`src/design/hbke_pkg.sv`:
```
// Shared types, codes and helpers of the Hamming-ball k-mer enumerator.
// Depends on nothing; every other file of the block imports it.
package hbke_pkg;

  localparam int FIELD_W         = 60;
  localparam int DIGIT_W         = 3;
  localparam int KMER_LEN_DEF    = 20;
  localparam int MAX_CHANGES_DEF = 4;

  localparam logic [DIGIT_W-1:0] CODE_A = 3'd1;
  localparam logic [DIGIT_W-1:0] CODE_C = 3'd2;
  localparam logic [DIGIT_W-1:0] CODE_G = 3'd4;
  localparam logic [DIGIT_W-1:0] CODE_T = 3'd7;

  localparam logic REQ_LOAD = 1'b0;
  localparam logic REQ_NEXT = 1'b1;

  typedef struct packed {
    logic               req_type;
    logic [FIELD_W-1:0] kmer_code;
  } hbke_req_t;

  typedef struct packed {
    logic [FIELD_W-1:0] variation;
    logic               is_last;
    logic               none_left;
  } hbke_res_t;

  // Operations of the digit rotators.
  typedef enum logic [2:0] {
    SH_HOLD,
    SH_LOAD,
    SH_RIGHT,
    SH_LEFT,
    SH_SET0
  } sh_op_e;

  typedef struct packed {
    sh_op_e             op;
    logic [DIGIT_W-1:0] digit;
  } sh_ctrl_t;

  // Digits the sequencer looks at: the current slot and the top slot.
  typedef struct packed {
    logic [DIGIT_W-1:0] v0;
    logic [DIGIT_W-1:0] k0;
    logic [DIGIT_W-1:0] ktop;
  } sh_view_t;

  function automatic logic is_base(input logic [DIGIT_W-1:0] c);
    return (c == CODE_A) || (c == CODE_C) || (c == CODE_G) || (c == CODE_T);
  endfunction

endpackage

```
`src/design/hamming_ball_kmer_enumerator.sv`:
```
// Top level of the Hamming-ball k-mer enumerator.
// Depends on hbke_pkg; instantiates hbke_shift and hbke_seq.
//
// Usage. A request item is accepted at a rising edge where start is high and
// busy is low. A load item (req_type 0) takes a new k-mer and answers with the
// smallest member of its neighborhood; a next item (req_type 1) answers with
// the member that follows the last one given. Every item gives exactly one
// result item, shown on res_o for a single cycle while res_valid_o is high.
// The receiver cannot stall, so a result is simply gone after its cycle.
//
// Timing. A next item after the last member, or before any load, answers in
// the cycle after acceptance. Any other next item runs a setup step, a scan
// up to the position at which the successor scan finds its increment, and a
// fill back down from there. A load counts the bases of the k-mer, builds the
// smallest member, and then runs the same setup, scan and fill as a next item
// to learn whether that member is the last one. Each count, scan or fill step
// handles one 3-bit position of the rotating digit registers.
// Busy stays high while an item is at work and falls in the cycle its result
// is shown. Reset clears the control state and leaves no k-mer loaded.
module hamming_ball_kmer_enumerator import hbke_pkg::*; #(
  parameter int KMER_LEN    = KMER_LEN_DEF,
  parameter int MAX_CHANGES = MAX_CHANGES_DEF
) (
  input  logic      clk_i,
  input  logic      rst_ni,
  input  logic      start,
  input  hbke_req_t req_i,
  output logic      busy,
  output logic      res_valid_o,
  output hbke_res_t res_o
);

  sh_ctrl_t                    sh_ctrl;
  sh_view_t                    sh_view;
  logic [DIGIT_W*KMER_LEN-1:0] rot_v;

  // The rotators hold the k-mer and the working member, one position per slot.
  hbke_shift #(
    .KMER_LEN (KMER_LEN)
  ) u_shift (
    .clk_i   (clk_i),
    .ctrl_i  (sh_ctrl),
    .kmer_i  (req_i.kmer_code),
    .view_o  (sh_view),
    .rot_v_o (rot_v)
  );

  // The sequencer steps the rotators and owns the result register.
  hbke_seq #(
    .KMER_LEN    (KMER_LEN),
    .MAX_CHANGES (MAX_CHANGES)
  ) u_seq (
    .clk_i       (clk_i),
    .rst_ni      (rst_ni),
    .start       (start),
    .req_i       (req_i),
    .busy        (busy),
    .res_valid_o (res_valid_o),
    .res_o       (res_o),
    .sh_ctrl_o   (sh_ctrl),
    .view_i      (sh_view),
    .rot_v_i     (rot_v)
  );

endmodule

```
`src/design/hbke_shift.sv`:
```
// Rotating digit registers that hold the k-mer and the working variation.
// Depends on hbke_pkg for the control and view types.
module hbke_shift import hbke_pkg::*; #(
  parameter int KMER_LEN = KMER_LEN_DEF
) (
  input  logic                          clk_i,
  input  sh_ctrl_t                      ctrl_i,
  input  logic [FIELD_W-1:0]            kmer_i,
  output sh_view_t                      view_o,
  output logic [DIGIT_W*KMER_LEN-1:0]   rot_v_o
);

  localparam int VW = DIGIT_W * KMER_LEN;

  logic [VW-1:0]         rot_v_q, rot_v_d;
  logic [VW-1:0]         rot_k_q, rot_k_d;
  logic [VW+FIELD_W-1:0] kmer_pad;

  // Bits above the k-mer are dropped; missing bits read as zero.
  assign kmer_pad = {{VW{1'b0}}, kmer_i};

  always_comb begin
    rot_v_d = rot_v_q;
    rot_k_d = rot_k_q;
    unique case (ctrl_i.op)
      SH_LOAD: begin
        rot_v_d = '0;
        rot_k_d = kmer_pad[VW-1:0];
      end
      SH_RIGHT: begin
        rot_v_d = {rot_v_q[DIGIT_W-1:0], rot_v_q[VW-1:DIGIT_W]};
        rot_k_d = {rot_k_q[DIGIT_W-1:0], rot_k_q[VW-1:DIGIT_W]};
      end
      SH_LEFT: begin
        rot_v_d = {rot_v_q[VW-DIGIT_W-1:0], ctrl_i.digit};
        rot_k_d = {rot_k_q[VW-DIGIT_W-1:0], rot_k_q[VW-1:VW-DIGIT_W]};
      end
      SH_SET0: begin
        rot_v_d = {rot_v_q[VW-1:DIGIT_W], ctrl_i.digit};
      end
      default: begin
        rot_v_d = rot_v_q;
      end
    endcase
  end

  always_ff @(posedge clk_i) begin
    rot_v_q <= rot_v_d;
    rot_k_q <= rot_k_d;
  end

  assign view_o.v0   = rot_v_q[DIGIT_W-1:0];
  assign view_o.k0   = rot_k_q[DIGIT_W-1:0];
  assign view_o.ktop = rot_k_q[VW-1:VW-DIGIT_W];
  assign rot_v_o     = rot_v_q;

endmodule

```
`src/design/hbke_pick.sv`:
```
// Digit chooser: smallest legal code at one position that still allows completion.
// Depends on hbke_pkg for the base-code test.
module hbke_pick import hbke_pkg::*; #(
  parameter int KMER_LEN    = KMER_LEN_DEF,
  parameter int MAX_CHANGES = MAX_CHANGES_DEF
) (
  input  logic [DIGIT_W-1:0]                          kc_i,
  input  logic [DIGIT_W:0]                            floor_i,
  input  logic [$clog2(KMER_LEN+MAX_CHANGES+2)-1:0]   d_i,
  input  logic [$clog2(KMER_LEN+MAX_CHANGES+2)-1:0]   n_i,
  input  logic [$clog2(KMER_LEN+MAX_CHANGES+2)-1:0]   bb_i,
  input  logic [$clog2(KMER_LEN+MAX_CHANGES+2)-1:0]   ob_i,
  output logic                                        found_o,
  output logic [DIGIT_W-1:0]                          code_o,
  output logic [$clog2(KMER_LEN+MAX_CHANGES+2)-1:0]   d_o,
  output logic [$clog2(KMER_LEN+MAX_CHANGES+2)-1:0]   n_o
);

  localparam int SW = $clog2(KMER_LEN + MAX_CHANGES + 2);

  // True when the positions below can still bring the base count up to the
  // target without exceeding the change budget.
  function automatic logic can_fin(input logic [SW-1:0] d, input logic [SW-1:0] n,
                                   input logic [SW-1:0] b, input logic [SW-1:0] o);
    logic [SW-1:0] m;
    logic [SW-1:0] room;
    m    = SW'(MAX_CHANGES);
    room = m - d;
    if (o < room) room = o;
    return (d <= m) && ((n + b + room) >= m);
  endfunction

  logic               keep_ok, chg_ok;
  logic [DIGIT_W-1:0] cand;
  logic               cand_ok;

  assign keep_ok = can_fin(d_i, n_i + SW'(is_base(kc_i)), bb_i, ob_i);
  assign chg_ok  = can_fin(d_i + SW'(1), n_i + SW'(1), bb_i, ob_i);

  always_comb begin
    found_o = 1'b0;
    code_o  = kc_i;
    cand    = '0;
    cand_ok = 1'b0;
    for (int c = 7; c >= 0; c--) begin
      cand    = DIGIT_W'(c);
      cand_ok = ({1'b0, cand} >= floor_i) &&
                (((cand == kc_i) && keep_ok) ||
                 ((cand != kc_i) && is_base(cand) && chg_ok));
      if (cand_ok) begin
        found_o = 1'b1;
        code_o  = cand;
      end
    end
  end

  assign d_o = (code_o == kc_i) ? d_i : d_i + SW'(1);
  assign n_o = (code_o == kc_i) ? n_i + SW'(is_base(kc_i)) : n_i + SW'(1);

endmodule

```
`src/design/hbke_seq.sv`:
```
// Sequencer: count, scan and fill passes over the digit rotators, result register.
// Depends on hbke_pkg and instantiates hbke_pick.
module hbke_seq import hbke_pkg::*; #(
  parameter int KMER_LEN    = KMER_LEN_DEF,
  parameter int MAX_CHANGES = MAX_CHANGES_DEF
) (
  input  logic                        clk_i,
  input  logic                        rst_ni,
  input  logic                        start,
  input  hbke_req_t                   req_i,
  output logic                        busy,
  output logic                        res_valid_o,
  output hbke_res_t                   res_o,
  output sh_ctrl_t                    sh_ctrl_o,
  input  sh_view_t                    view_i,
  input  logic [DIGIT_W*KMER_LEN-1:0] rot_v_i
);

  localparam int VW = DIGIT_W * KMER_LEN;
  localparam int SW = $clog2(KMER_LEN + MAX_CHANGES + 2);
  localparam int PW = $clog2(KMER_LEN);
  localparam logic [PW-1:0] POS_TOP = PW'(KMER_LEN - 1);

  typedef enum logic [4:0] {
    S_IDLE  = 5'b00001,
    S_COUNT = 5'b00010,
    S_FILL  = 5'b00100,
    S_SETUP = 5'b01000,
    S_SCAN  = 5'b10000
  } state_e;

  state_e          state_q, state_d;
  logic [PW-1:0]   pos_q, pos_d;
  logic            ld_q, ld_d;
  logic            active_q, active_d;
  logic            pend_q, pend_d;
  logic            res_valid_q, res_valid_d;
  logic [SW-1:0]   da_q, da_d, na_q, na_d;
  logic [SW-1:0]   d_q, d_d, n_q, n_d;
  logic [SW-1:0]   bb_q, bb_d, ob_q, ob_d;
  logic [VW-1:0]   out_var_q, out_var_d;
  hbke_res_t       res_q, res_d;

  logic [VW+FIELD_W-1:0] var_pad;
  logic [SW-1:0]         scan_d, scan_n, fill_bb, fill_ob;
  logic [DIGIT_W-1:0]    pk_kc;
  logic [DIGIT_W:0]      pk_floor;
  logic [SW-1:0]         pk_d, pk_n, pk_bb, pk_ob;
  logic                  pk_found;
  logic [DIGIT_W-1:0]    pk_code;
  logic [SW-1:0]         pk_d2, pk_n2;

  assign var_pad = {{FIELD_W{1'b0}}, out_var_q};

  // Counts above the scan position, and counts below the fill position.
  assign scan_d  = da_q - SW'(view_i.v0 != view_i.k0);
  assign scan_n  = na_q - SW'(is_base(view_i.v0));
  assign fill_bb = bb_q - SW'(is_base(view_i.ktop));
  assign fill_ob = ob_q - SW'(!is_base(view_i.ktop));

  always_comb begin
    if (state_q == S_FILL) begin
      pk_kc    = view_i.ktop;
      pk_floor = '0;
      pk_d     = d_q;
      pk_n     = n_q;
      pk_bb    = fill_bb;
      pk_ob    = fill_ob;
    end else begin
      pk_kc    = view_i.k0;
      pk_floor = {1'b0, view_i.v0} + (DIGIT_W+1)'(1);
      pk_d     = scan_d;
      pk_n     = scan_n;
      pk_bb    = bb_q;
      pk_ob    = ob_q;
    end
  end

  hbke_pick #(
    .KMER_LEN    (KMER_LEN),
    .MAX_CHANGES (MAX_CHANGES)
  ) u_pick (
    .kc_i    (pk_kc),
    .floor_i (pk_floor),
    .d_i     (pk_d),
    .n_i     (pk_n),
    .bb_i    (pk_bb),
    .ob_i    (pk_ob),
    .found_o (pk_found),
    .code_o  (pk_code),
    .d_o     (pk_d2),
    .n_o     (pk_n2)
  );

  always_comb begin
    state_d         = state_q;
    pos_d           = pos_q;
    ld_d            = ld_q;
    active_d        = active_q;
    pend_d          = pend_q;
    res_valid_d     = 1'b0;
    da_d            = da_q;
    na_d            = na_q;
    d_d             = d_q;
    n_d             = n_q;
    bb_d            = bb_q;
    ob_d            = ob_q;
    out_var_d       = out_var_q;
    res_d           = res_q;
    sh_ctrl_o.op    = SH_HOLD;
    sh_ctrl_o.digit = pk_code;

    unique case (state_q)
      S_IDLE: begin
        if (start) begin
          if (req_i.req_type == REQ_LOAD) begin
            sh_ctrl_o.op = SH_LOAD;
            bb_d    = '0;
            ob_d    = '0;
            pos_d   = '0;
            ld_d    = 1'b1;
            state_d = S_COUNT;
          end else if (active_q && pend_q) begin
            state_d = S_SETUP;
          end else begin
            res_valid_d     = 1'b1;
            res_d.variation = '0;
            res_d.is_last   = 1'b0;
            res_d.none_left = 1'b1;
            active_d        = 1'b0;
          end
        end
      end
      S_COUNT: begin
        sh_ctrl_o.op = SH_RIGHT;
        bb_d = bb_q + SW'(is_base(view_i.k0));
        ob_d = ob_q + SW'(!is_base(view_i.k0));
        if (pos_q == POS_TOP) begin
          d_d     = '0;
          n_d     = '0;
          state_d = S_FILL;
        end else begin
          pos_d = pos_q + PW'(1);
        end
      end
      S_FILL: begin
        sh_ctrl_o.op = SH_LEFT;
        if (!pk_found) begin
          // Only the top position of a load can fail: the set is empty.
          res_valid_d     = 1'b1;
          res_d.variation = '0;
          res_d.is_last   = 1'b0;
          res_d.none_left = 1'b1;
          active_d        = 1'b0;
          state_d         = S_IDLE;
        end else begin
          d_d  = pk_d2;
          n_d  = pk_n2;
          bb_d = fill_bb;
          ob_d = fill_ob;
          if (pos_q == '0) begin
            if (ld_q) begin
              ld_d    = 1'b0;
              state_d = S_SETUP;
            end else begin
              res_valid_d     = 1'b1;
              res_d.variation = var_pad[FIELD_W-1:0];
              res_d.is_last   = 1'b0;
              res_d.none_left = 1'b0;
              pend_d          = 1'b1;
              active_d        = 1'b1;
              state_d         = S_IDLE;
            end
          end else begin
            pos_d = pos_q - PW'(1);
          end
        end
      end
      S_SETUP: begin
        out_var_d = rot_v_i;
        da_d      = d_q;
        na_d      = n_q;
        bb_d      = '0;
        ob_d      = '0;
        pos_d     = '0;
        state_d   = S_SCAN;
      end
      S_SCAN: begin
        if (pk_found) begin
          sh_ctrl_o.op = SH_SET0;
          d_d = pk_d2;
          n_d = pk_n2;
          if (pos_q == '0) begin
            res_valid_d     = 1'b1;
            res_d.variation = var_pad[FIELD_W-1:0];
            res_d.is_last   = 1'b0;
            res_d.none_left = 1'b0;
            pend_d          = 1'b1;
            active_d        = 1'b1;
            state_d         = S_IDLE;
          end else begin
            pos_d   = pos_q - PW'(1);
            state_d = S_FILL;
          end
        end else begin
          sh_ctrl_o.op = SH_RIGHT;
          da_d = scan_d;
          na_d = scan_n;
          bb_d = bb_q + SW'(is_base(view_i.k0));
          ob_d = ob_q + SW'(!is_base(view_i.k0));
          if (pos_q == POS_TOP) begin
            res_valid_d     = 1'b1;
            res_d.variation = var_pad[FIELD_W-1:0];
            res_d.is_last   = 1'b1;
            res_d.none_left = 1'b0;
            pend_d          = 1'b0;
            active_d        = 1'b1;
            state_d         = S_IDLE;
          end else begin
            pos_d = pos_q + PW'(1);
          end
        end
      end
      default: begin
        state_d = S_IDLE;
      end
    endcase
  end

  always_ff @(posedge clk_i or negedge rst_ni) begin
    if (!rst_ni) begin
      state_q     <= S_IDLE;
      pos_q       <= '0;
      ld_q        <= 1'b0;
      active_q    <= 1'b0;
      pend_q      <= 1'b0;
      res_valid_q <= 1'b0;
      da_q        <= '0;
      na_q        <= '0;
      d_q         <= '0;
      n_q         <= '0;
      bb_q        <= '0;
      ob_q        <= '0;
    end else begin
      state_q     <= state_d;
      pos_q       <= pos_d;
      ld_q        <= ld_d;
      active_q    <= active_d;
      pend_q      <= pend_d;
      res_valid_q <= res_valid_d;
      da_q        <= da_d;
      na_q        <= na_d;
      d_q         <= d_d;
      n_q         <= n_d;
      bb_q        <= bb_d;
      ob_q        <= ob_d;
    end
  end

  always_ff @(posedge clk_i) begin
    out_var_q <= out_var_d;
    res_q     <= res_d;
  end

  assign busy        = (state_q != S_IDLE);
  assign res_valid_o = res_valid_q;
  assign res_o       = res_q;

endmodule

```
`config.mk`:
```
export PLATFORM = sky130hd
export DESIGN_NAME = hamming_ball_kmer_enumerator
export DESIGN_NICKNAME = d
export VERILOG_FILES = /design/src/design/hbke_pkg.sv /design/src/design/hamming_ball_kmer_enumerator.sv /design/src/design/hbke_shift.sv /design/src/design/hbke_pick.sv /design/src/design/hbke_seq.sv
export SDC_FILE = /design/constraint.sdc
export NUM_CORES = 1
export LEC_CHECK = 0
export BUFFER_PORTS_ARGS = -buffer_cell sky130_fd_sc_hd__buf_2
export CORE_ASPECT_RATIO = 1.4
export CORE_MARGIN = 1
export CORE_UTILIZATION = 65
export CTS_CLUSTER_DIAMETER = 50
export DETAILED_ROUTE_END_ITERATION = 10
export PLACE_DENSITY_LB_ADDON = 0.1
export SLEW_MARGIN = 20
export SYNTH_ARGS = -nofsm -noshare
export SYNTH_HDL_FRONTEND = slang
export SYNTH_SLANG_ARGS = --single-unit
```
`constraint.sdc`:
```
create_clock -name clk_i -period 21.9 [get_ports clk_i]
set_clock_uncertainty 0.2 [all_clocks]
set_input_delay 3.285 -clock clk_i [delete_from_list [all_inputs] [get_ports clk_i]]
set_output_delay 3.285 -clock clk_i [all_outputs]
set_load 0.02 [all_outputs]
```
======== After elaboration in Yosys (flattened, before gate mapping) ========
Index checks and enable logic that the tools add are counted.
storage, ports and cells
  bits in registers ....................... 286
  bits in latches ......................... 0
  bits in writable memories ............... 0
  memory bits (read-only) ................. 0
  output and inout port bits .............. 64
  logic and storage cells ................. 272
  memories kept ........................... 0
operators by class
  $add $sub $neg .......................... 18
  $mul .................................... 0
  divide/modulo/power cells ............... 0
  magnitude comparators ................... 14
  eq/ne operators ......................... 55
  shift-type cells ........................ 0
  mux-type cells .......................... 104
  bitwise gates (word level) .............. 1
  reduce and logical (&&, ||, !) cells .... 61
operators by type and width
  kind                                                number
  2-to-1 mux 62 bit                                   9
  case mux 60 bit (4 select lines)                    1
  case mux 62 bit (3 select lines)                    1
  case mux 60 bit (3 select lines)                    1
  2-to-1 mux 5 bit                                    31
  case mux 5 bit (5 select lines)                     4
  case mux 5 bit (2 select lines)                     4
  2-to-1 mux 3 bit                                    12
  2-to-1 mux 1 bit                                    34
  == test 3 bit, second input constant                9
  logical AND 1 bit                                   23
  adder 5 bit                                         4
  subtractor 5 x 1 -> 5 bit                           4
  == test 3 x 2 -> 1 bit, second input constant       6
  >= comparator 3 x 4 -> 1 bit, first input constant  4
  logical OR 1 bit                                    16
  adder 5 x 1 -> 5 bit                                3
  adder 5 x 1 -> 5 bit, second input constant         3
  == test 3 x 1 -> 1 bit, second input constant       5
  AND reduction 5 bit                                 3
  inequality test 2 bit, second input constant        7
  == test 3 bit, first input constant                 4
  case mux 3 bit (4 select lines)                     1
  == test 5 bit, second input constant                2
  41 further kinds                                    62

======== Depth between registers and ports, before layout ========
Gate-level depths: netlist of run 1.
  depth after elaboration ................. 28
  depth in mapped cells ................... 38

======== Hierarchy ========
A second synthesis of run 1 with hierarchy kept.
unflattened totals
  cell total of the unflattened synthesis .. 1,280
  area, all modules ....................... 15,466.1 um^2
by module, submodules not included
  module      instances  cells an instance  area each (um^2)
  hbke_seq    1          620                7,395.8
  hbke_shift  1          404                6,159.7
  hbke_pick   1          256                1,910.6

======== Worst setup path after synthesis of run 1 ========
Ideal clock, no wire load.
  kind .................................... reg2reg
  start ................................... register u_seq.state_q[2]
  end ..................................... register u_seq.res_q, in the netlist u_seq.res_o[0] (enable)
  setup time .............................. 499 ps
  arrival ................................. 10,110 ps
  required time ........................... 21,201 ps
  slack ................................... 11,091 ps
  cell stages (with the launch flop) ...... 36
  path buffers ............................ 7
  cells stage by stage .................... dfrtp_1 buf_2 nor3b_2 nand2_1 clkbuf_1 clkbuf_1 buf_1 buf_1 clkbuf_1 a31oi_1 ha_1 nor2b_1 mux2_4 nor2_1 xor2_1 ha_1 o21a_1 nor2_1 a21oi_1 o21ai_0 fa_1 inv_1 ha_1 a21o_1 a21oi_1 xnor2_1 xnor3_1 xor2_1 or3_1 nand4_1 o2bb2ai_2 or3_4 nor2_2 buf_4 a21oi_1 o211ai_1
on the way
  cells in the longest elaborated chain, start to end .. 24
RTL lines
  what                                                           line             source
  start, declared                                                hbke_seq.sv:32   state_e state_q, state_d;
  start signal, assigned                                         hbke_seq.sv:245  state_q <= state_d;
  branches (longest 23 deep; another with adder 5 x 1 -> 5 bit)  -
  AND reduction 8 bit (no line) *                                -
  end signal, assigned                                           hbke_seq.sv:262  res_q <= res_d;
  end, declared                                                  hbke_seq.sv:42   hbke_res_t res_q, res_d;
Every way passes the cells marked *.
A chain may end at the register's enable or synchronous reset.

======== Final worst setup path of run 1 ========
  start ................................... register u_seq.state_q[2]
  end ..................................... register u_shift.rot_k_q[34] (data pin)
on the way
  cells in the longest elaborated chain, start to end .. 26
RTL lines
  what                                                                     line              source
  branches (longest 23 deep; another with adder 5 x 1 -> 5 bit)            -
  case mux 3 bit (4 select lines) *                                        hbke_seq.sv:113   unique case (state_q)
  == test 3 x 2 -> 1 bit / == test 3 x 1 -> 1 bit (equally long branches)  hbke_shift.sv:25  unique case (ctrl_i.op)
  case mux 60 bit (3 select lines) *                                       hbke_shift.sv:25
  net u_shift.rot_k_d[34]                                                  hbke_shift.sv:16  logic [VW-1:0] rot_k_q, rot_k_d;
  end signal, assigned                                                     hbke_shift.sv:49  rot_k_q <= rot_k_d;
  end, declared                                                            hbke_shift.sv:16
Mark *: on every way through the listed nets, which the timed path passes.

==> impl_metrics.csv, run 1 <==
group,metric,value,unit
timing,fmax,102.9,MHz
run_status,status,"completed",
detailed_routing,final_antenna_net_count,0,
clock_network,cts_tree,"built",
clock_network,clkLatencyLatePin,550,ps
yosys,avgSynthCellArea,11.47,sq um
critical_path,worstSetupStartpointType,"register",
finish,area_growth,12.46,%
detailed_routing,via_per_inst,6.107,
die,die_x,128.5,um
clock_network,cts.repair.resized,0,
critical_path,critPathCaptureType,"register",
finish,diodes,0,
finish,most-common-layout-cells,"242 x edfxtp_1, 177 x nand2_1, 126 x buf_2, 67 x a22o_1, 66 x and2_1",
finish,fin_util,74.61,%
timing,finalSetupTns,0,ps
global_routing,gr-total-overflow,0,
clock_network,hold_buffers,0,
die,start_util,66.34,%
detailed_routing,drtIter0Drc,781,
die,rows,64,
min_path,hold_class,"reg2reg",
yosys,yosysUniqueCellTypes,84,
finish,nNetsFinal,1485,
yosys,syn-instance-count,1269,
placement,io_buffers,127,
timing,rsz0062_at_grt,"no",
critical_path,critical_path_class,"reg2reg",
yosys,synth-edff-count,242,
detailed_routing,drc,0,
critical_path,crit_path_top_delay_cell,"buf_4",
die,core,21940,sq um
yosys,yosys_warnings,0,
placement,hpwl,21290,um
clock_network,h-tree-depth,1,
yosys,synth_fp_nets,1385,
finish,final_common_cell,"edfxtp_1",
clock_network,clk_path_buf_depth,3,
timing,setup_ws,12180,ps
global_routing,grt_max_degree,113,
clock_network,cts.sinks,286,
timing,slew_headroom,25.27,%
timing,tightest_slew,1121,ps
detailed_routing,vias,10300,
die,ios,128,
yosys,seq_area_frac_synth,57.50,%
job,drv_cap,0,
global_routing,track_usage,27.55,%
yosys,async_flop_share,15.38,%
clock_network,clkTransAtPathRegs,70,ps
timing,slew_violations,0,
clock_network,numCtsBuffers,28,
timing,finalCritPeriodShare,44.39,%
global_routing,antenna_found_initial,0,
yosys,syn_area,14560,sq um
timing,hold_violations,0,
yosys,synth_ff_type,"edfxtp_1",
placement,gp_congestion,0.9646,
clock_network,cts-root-buf,"clkbuf_16",
timing,period_needed,9721,ps
placement,dp_worst_setup_slack,12370,ps
clock_network,cts_setup_buffers,0,
critical_path,cp.required,22100,ps
detailed_routing,first_pass_iters,6,
detailed_routing,avgRoutedWirePerCell,18.83,um
critical_path,slowest_delay,890,ps
die,die_area,23010,sq um
detailed_routing,wl,31740,um
die,die_h,179.1,um
finish,drive_above_1_share,15.48,%
timing,setup_viol,0,
global_routing,grt_pass1_vias,9644,
critical_path,arrival,9920,ps
global_routing,grt_pass1_wl,48910,um
critical_path,crit_path_max_fanout,112,
yosys,ys_ff_latch,286,
-- per-stage QoR --
stage	std cells	hold slack [ps]	area, sq um
floorplan	1269	227.3	14560
global placement	1635	234.0	15360
detailed placement	1635	251.4	15360
CTS	1685	275.7	16340
global route	1686	293.0	16370
finish	1686	274.0	16370
-- cells by family after synthesis --
family                   synth area share (%)
AND/OR/NAND/NOR                         14.04
AO/OA/AOI/OAI                           16.62
flip-flops                              57.50
buffers and inverters                   3.395
adder cells (fa/ha/maj)                 4.985
XOR/XNOR                                2.656
multiplexers                           0.8165
-- area by class of cell --
class	count	area [sq um]
clock buffer	32	715.7
clock inverter	18	260.3
fill	1572	5570
inverter	47	176.4
multi-input combinational	865	5714
sequential	286	8369
tap	297	371.6
timing repair buffer	141	763.2
-- synth_stat cells, types with 17 or more instances --
cell      number  area, sq um
a22o_1        67        586.8
dfrtp_1       43         1076
nand3_1       27        135.1
and2_1        66        412.9
xnor2_1       28        245.2
buf_2         17        85.08
nand2_1      179        671.9
o21ai_0       57        285.3
inv_1         47        176.4
a22oi_1       59        442.9
clkbuf_1      45        168.9
nor2_1        65        244.0
ha_1          42        525.5
edfxtp_1     242         7267
a21oi_1       59        295.3
-- registers in the layout (all words and copies together) (netlist names) --
signal             flops
u_shift.rot_v_o       60
u_seq.ob_q             5
u_seq.state_q          5
u_seq.da_q             5
u_seq.active_q         1
u_seq.bb_q             5
u_seq.d_q              5
u_seq.n_q              5
u_seq.res_valid_o      1
u_seq.na_q             5
u_seq.pos_q            5
u_seq.pend_q           1
u_shift.rot_k_q       60
u_seq.out_var_q       60
u_seq.res_o           62
u_seq.ld_q             1
-- critical path, delay by kind of cell (launching register included) --
kind                       cells  cell delay [ps]
muxes                          1              160
AOI/OAI and AO/OA             11             2910
adders and majority gates      4             1240
DFF                            1              500
buffers and inverters          4             1420
and+or+nand+nor                8             2460
xor gates and xnor gates       3              580
-- metal layers --
layer  vias up  wire length (um)  track usage [%]
li1       4891                 -                -
met1      4956             12380            33.52
met2       367             16600            49.21
met3        83              1472            2.895
met4         0              1288            12.60
met5         -                 0                0
-- worst paths after layout --
path | start | endpoint | depth (start not counted) | slack (ps)
min in group asynchronous | rst_ni | u_seq.da_q[2] | 1 | 2540
hold reg to reg | u_shift.rot_v_o[57] | u_seq.out_var_q[57] | 0 | 270
setup reg to reg | u_seq.state_q[2] | u_shift.rot_k_q[34] | 31 | 12180
setup / recovery | u_seq.state_q[2] | u_shift.rot_k_q[34] | 31 | 12180
max in group asynchronous | rst_ni | u_seq.pos_q[3] | 1 | 18540
hold / removal | u_shift.rot_v_o[57] | u_seq.out_var_q[57] | 0 | 270
Power of run 1 is left out: the tool's default activity adds up to more than one toggle a clock period on the data nets, which glitch-free logic cannot reach.
==> run 2: changes to the inputs <==
--- a/config.mk
+++ b/config.mk
@@ -8,7 +8,7 @@
 export BUFFER_PORTS_ARGS = -buffer_cell sky130_fd_sc_hd__buf_2
 export CORE_ASPECT_RATIO = 1.4
 export CORE_MARGIN = 1
-export CORE_UTILIZATION = 65
+export CORE_UTILIZATION = 60
 export CTS_CLUSTER_DIAMETER = 50
 export DETAILED_ROUTE_END_ITERATION = 10
 export PLACE_DENSITY_LB_ADDON = 0.1
==> constraint.sdc (replaced) <==
create_clock -name clk_i -period 10 [get_ports clk_i]
set_clock_uncertainty 0.2 [all_clocks]
set_input_delay 1.5 -clock clk_i [delete_from_list [all_inputs] [get_ports clk_i]]
set_output_delay 1.5 -clock clk_i [all_outputs]
set_load 0.02 [all_outputs]
==> impl_metrics.csv, run 2 (synthesis results as in run 1) <==
group,metric,value,unit
finish,final_common_cell,"edfxtp_1",
global_routing,grt_max_degree,123,
finish,area_growth,13.62,%
finish,diodes,0,
clock_network,h-tree-depth,1,
clock_network,clk_path_buf_depth,3,
clock_network,hold_buffers,0,
clock_network,cts.repair.resized,0,
timing,slew_headroom,39.20,%
critical_path,critPathCaptureType,"register",
finish,stdcell_count,1708,
critical_path,worstSetupStartpointType,"register",
critical_path,crit_family,"simple AND/OR/NAND/NOR gates",
detailed_routing,avgRoutedWirePerCell,18.59,um
detailed_routing,wl,31750,um
timing,setup_viol,0,
critical_path,crit_path_max_fanout,38,
placement,hpwl,22240,um
min_path,whs_path_depth,0,
global_routing,track_usage,25.11,%
finish,most-common-layout-cells,"242 x edfxtp_1, 175 x nand2_1, 126 x buf_2, 67 x a22o_1, 65 x and2_1",
global_routing,grt_pass1_wl,49380,um
timing,rsz0062_at_grt,"no",
run_status,status,"completed",
clock_network,clkLatencyLatePin,540,ps
critical_path,rr_worst_depth,32,
critical_path,crit_path_top_delay_cell,"a21boi_1",
global_routing,antenna_found_initial,0,
die,start_util,60.93,%
finish,largest_reg_flops,62,
timing,period_needed,9110,ps
timing,tightest_slew,912.0,ps
global_routing,gr-total-overflow,0,
critical_path,critical_path_class,"reg2reg",
clock_network,numCtsBuffers,29,
die,ios,128,
die,core,23890,sq um
detailed_routing,first_pass_iters,5,
timing,slew_violations,0,
min_path,hold_class,"reg2reg",
detailed_routing,via_per_inst,6.007,
placement,gp_congestion,0.9388,
die,die_area,24900,sq um
clock_network,cts_tree,"built",
finish,fillers,1824,
critical_path,slowest_delay,610,ps
clock_network,cts-root-buf,"clkbuf_16",
placement,io_buffers,127,
finish,nNetsFinal,1491,
timing,fmax,109.8,MHz
die,die_x,133.6,um
detailed_routing,drtIter0Drc,882,
detailed_routing,vias,10260,
detailed_routing,drc,0,
die,die_h,186.3,um
finish,multiInputGateArea,5849,sq um
placement,placed_cells,1653,
finish,seq_area,8369,sq um
clock_network,cts_setup_buffers,0,
detailed_routing,final_antenna_net_count,0,
timing,finalCritPeriodShare,91.10,%
global_routing,grt_pass1_vias,9627,
timing,hold_violations,0,
clock_network,clkTransAtPathRegs,70,ps
critical_path,cp.required,10080,ps
critical_path,crit_buf_inv,4,
clock_network,cts.sinks,286,
critical_path,path_depth,32,
critical_path,arrival,9190,ps
job,drv_cap,0,
timing,finalSetupTns,0,ps
finish,drive_above_1_share,17.31,%
die,rows,67,
## run 2: changes by cell type in the layout (fill, tap and decap cells not counted), moves of 3 or more
| cell | delta |
|---|---|
| bufinv_16 | -3 |
| buf_12 | +3 |
| a21oi_2 | +4 |
| a21oi_1 | -4 |
| ha_1 | -4 |
## run 2: cell type report
class,count,area share (%)
Tap cell,310,2.345
Sequential cell,286,50.60
Inverter,47,1.067
Clock buffer,34,4.501
Clock inverter,20,1.127
Multi-Input combinational cell,865,35.37
Timing Repair Buffer,146,4.993
## run 2: stage by stage
| step | utilization, % | setup WS [ps] | hold slack [ps] | cell area, sq um |
|---|---|---|---|---|
| finish | 69.23 | 889.7 | 268.8 | 16540 |
| global route | 69.23 | 304.9 | 294.6 | 16540 |
| CTS | 69.15 | 868.6 | 273.0 | 16520 |
| detailed placement | 65.26 | 901.1 | 258.2 | 15590 |
| global placement | 65.26 | 1044 | 236.9 | 15590 |
| floorplan | - | -64.71 | 227.3 | 14750 |
## run 2: path summary, 6_finish.rpt
path | from | end | slack (ps)
max in group asynchronous | rst_ni | u_seq.d_q[1] | 8380
hold / removal | u_shift.rot_v_o[57] | u_seq.out_var_q[57] | 270
setup reg to reg | u_seq.state_q[4] | u_shift.rot_v_o[30] | 890
min in group asynchronous | rst_ni | u_seq.bb_q[2] | 780
setup / recovery | u_seq.state_q[4] | u_shift.rot_v_o[30] | 890
hold reg to reg | u_shift.rot_v_o[57] | u_seq.out_var_q[57] | 270
## run 2: layer usage
layer / wire length, um / global-route usage [%]
met1: 13120 / 31.57
met4: 959 / 8.864
met2: 16470 / 45.38
met3: 1194 / 2.358
met5: 0 / 0
## run 2: worst reg2reg max path: cells and delay by family, from the launching register on
kind,cells,cell delay (ps)
simple gates,11,3040
compound gates,9,2140
fa+ha+maj,4,1270
buf+inv,4,720
xor+xnor,3,590
flops,1,490
mux,1,390
Power of run 2 is left out for the same reason.
==> run 3: changes to the inputs <==
--- a/config.mk
+++ b/config.mk
@@ -6,7 +6,7 @@
 export NUM_CORES = 1
 export LEC_CHECK = 0
 export BUFFER_PORTS_ARGS = -buffer_cell sky130_fd_sc_hd__buf_2
-export CORE_ASPECT_RATIO = 1.4
+export CORE_ASPECT_RATIO = 0.9
 export CORE_MARGIN = 1
 export CORE_UTILIZATION = 60
 export CTS_CLUSTER_DIAMETER = 50
==> impl_metrics.csv, run 3 (synthesis results as in run 1) <==
group,metric,value,unit
critical_path,crit_path_top_delay_cell,"buf_4",
die,core,23610,sq um
critical_path,worst-r2r-setup-slack,1090,ps
detailed_routing,vias,10340,
timing,tightest_slew,894.3,ps
detailed_routing,final_antenna_net_count,0,
global_routing,grt_pass1_vias,9452,
timing,slew_violations,0,
critical_path,cp.required,10220,ps
clock_network,numCtsBuffers,31,
global_routing,gr-total-overflow,0,
critical_path,crit_family,"compound AO/OA/AOI/OAI gates",
timing,setup_viol,0,
finish,stdcell_area,16550,sq um
timing,finalCritPeriodShare,89.05,%
global_routing,track_usage,25.36,%
die,die_area,24890,sq um
clock_network,clkLatencyLatePin,570,ps
detailed_routing,drc,20,
finish,multiInputGateArea,5849,sq um
finish,drive_above_1_share,17.36,%
critical_path,crit_top_cell,"ha_1",
die,die_x,166.2,um
critical_path,critPathCaptureType,"register",
finish,nNetsFinal,1492,
clock_network,cts_tree,"built",
placement,dp_worst_setup_slack,1153,ps
placement,placed_cells,1644,
run_status,violations,"DRC",
critical_path,crit_path_max_fanout,79,
clock_network,h-tree-depth,1,
min_path,hold_class,"reg2reg",
clock_network,clk_path_buf_depth,3,
detailed_routing,drtIter0Drc,1045,
finish,final_common_cell,"edfxtp_1",
timing,setup_ws,1095,ps
clock_network,clkTransAtPathRegs,60,ps
detailed_routing,avgRoutedWirePerCell,18.78,um
critical_path,critical_path_class,"reg2reg",
timing,whs,253.7,ps
die,rows,53,
timing,slew_headroom,40.24,%
finish,most-common-layout-cells,"242 x edfxtp_1, 175 x nand2_1, 126 x buf_2, 67 x a22o_1, 65 x and2_1",
timing,rsz0062_at_grt,"no",
global_routing,grt_pass1_wl,50100,um
timing,hold_violations,0,
detailed_routing,wl,31980,um
placement,place_area,15550,sq um
clock_network,cts.sinks,286,
die,ios,128,
detailed_routing,via_per_inst,6.073,
placement,gp_congestion,0.9361,
placement,io_buffers,127,
timing,fmax,112.3,MHz
global_routing,grt_max_degree,80,
die,start_util,61.66,%
timing,period_needed,8905,ps
detailed_routing,first_pass_iters,9,
clock_network,cts-root-buf,"clkbuf_16",
run_status,status,"finished, violations left",
clock_network,cts_setup_buffers,0,
finish,fillers,1698,
clock_network,cts.repair.resized,0,
critical_path,slowest_delay,660,ps
critical_path,crit_buf_inv,4,
critical_path,arrival,9130,ps
die,die_h,149.8,um
placement,hpwl,21980,um
finish,stdcell_count,1703,
finish,largest_reg_flops,62,
job,drv_cap,0,
critical_path,worstSetupStartpointType,"register",
finish,area_growth,13.70,%
finish,seq_area,8369,sq um
clock_network,hold_buffers,0,
global_routing,antenna_found_initial,1,
[run 3: cell types whose count changed in the layout (fill, tap and decap cells not counted)]
cell       change
inv_16         +1
bufinv_16      -1
clkbuf_16      +2
diode_2        +1
inv_8          +1
clkinv_2       +2
buf_16         +1
buf_4          +1
buf_12         -2
clkinv_4       -3
buf_8          -1
clkinv_1       +1
[run 3: stage by stage]
step	setup TNS, ps	utilization [%]
global route	0	70.10
floorplan	-4012	-
finish	0	70.11
CTS	0	69.97
global placement	0	65.86
detailed placement	0	65.86
[run 3: cell type report]
class / instances / share of cell area [%]
antenna: 1 / 0.01512
clock buffer: 36 / 4.800
clock inverter: 21 / 1.058
inverter: 47 / 1.066
multi-input combinational: 865 / 35.34
sequential: 286 / 50.57
tap: 302 / 2.283
timing repair buffer: 145 / 4.868
[run 3: metal layers]
metal,global-route usage (%),wire length (um)
met1,36.90,14640
met2,39.56,14310
met3,4.258,2358
met4,7.196,663
met5,0,0
[run 3: path summary, 6_finish.rpt]
kind	to	depth (start not counted)	start
max reg2reg	u_shift.rot_v_o[18]	35	u_shift.rot_k_q[2]
min in group asynchronous	u_seq.bb_q[3]	1	rst_ni
max in group asynchronous	u_seq.pos_q[2]	1	rst_ni
max	u_shift.rot_v_o[18]	35	u_shift.rot_k_q[2]
min	u_seq.out_var_q[57]	0	u_shift.rot_v_o[57]
min reg2reg	u_seq.out_var_q[57]	0	u_shift.rot_v_o[57]
[run 3: worst register-to-register path: cells and delay by family, from the launching register on]
| family | cells | cell delay (ps) |
|---|---|---|
| AOI/OAI and AO/OA | 11 | 2160 |
| xor gates and xnor gates | 4 | 810 |
| adders and majority gates | 5 | 1550 |
| buffers and inverters | 4 | 1380 |
| DFF | 1 | 530 |
| muxes | 1 | 160 |
| and+or+nand+nor | 10 | 1980 |
Power of run 3 is left out for the same reason.
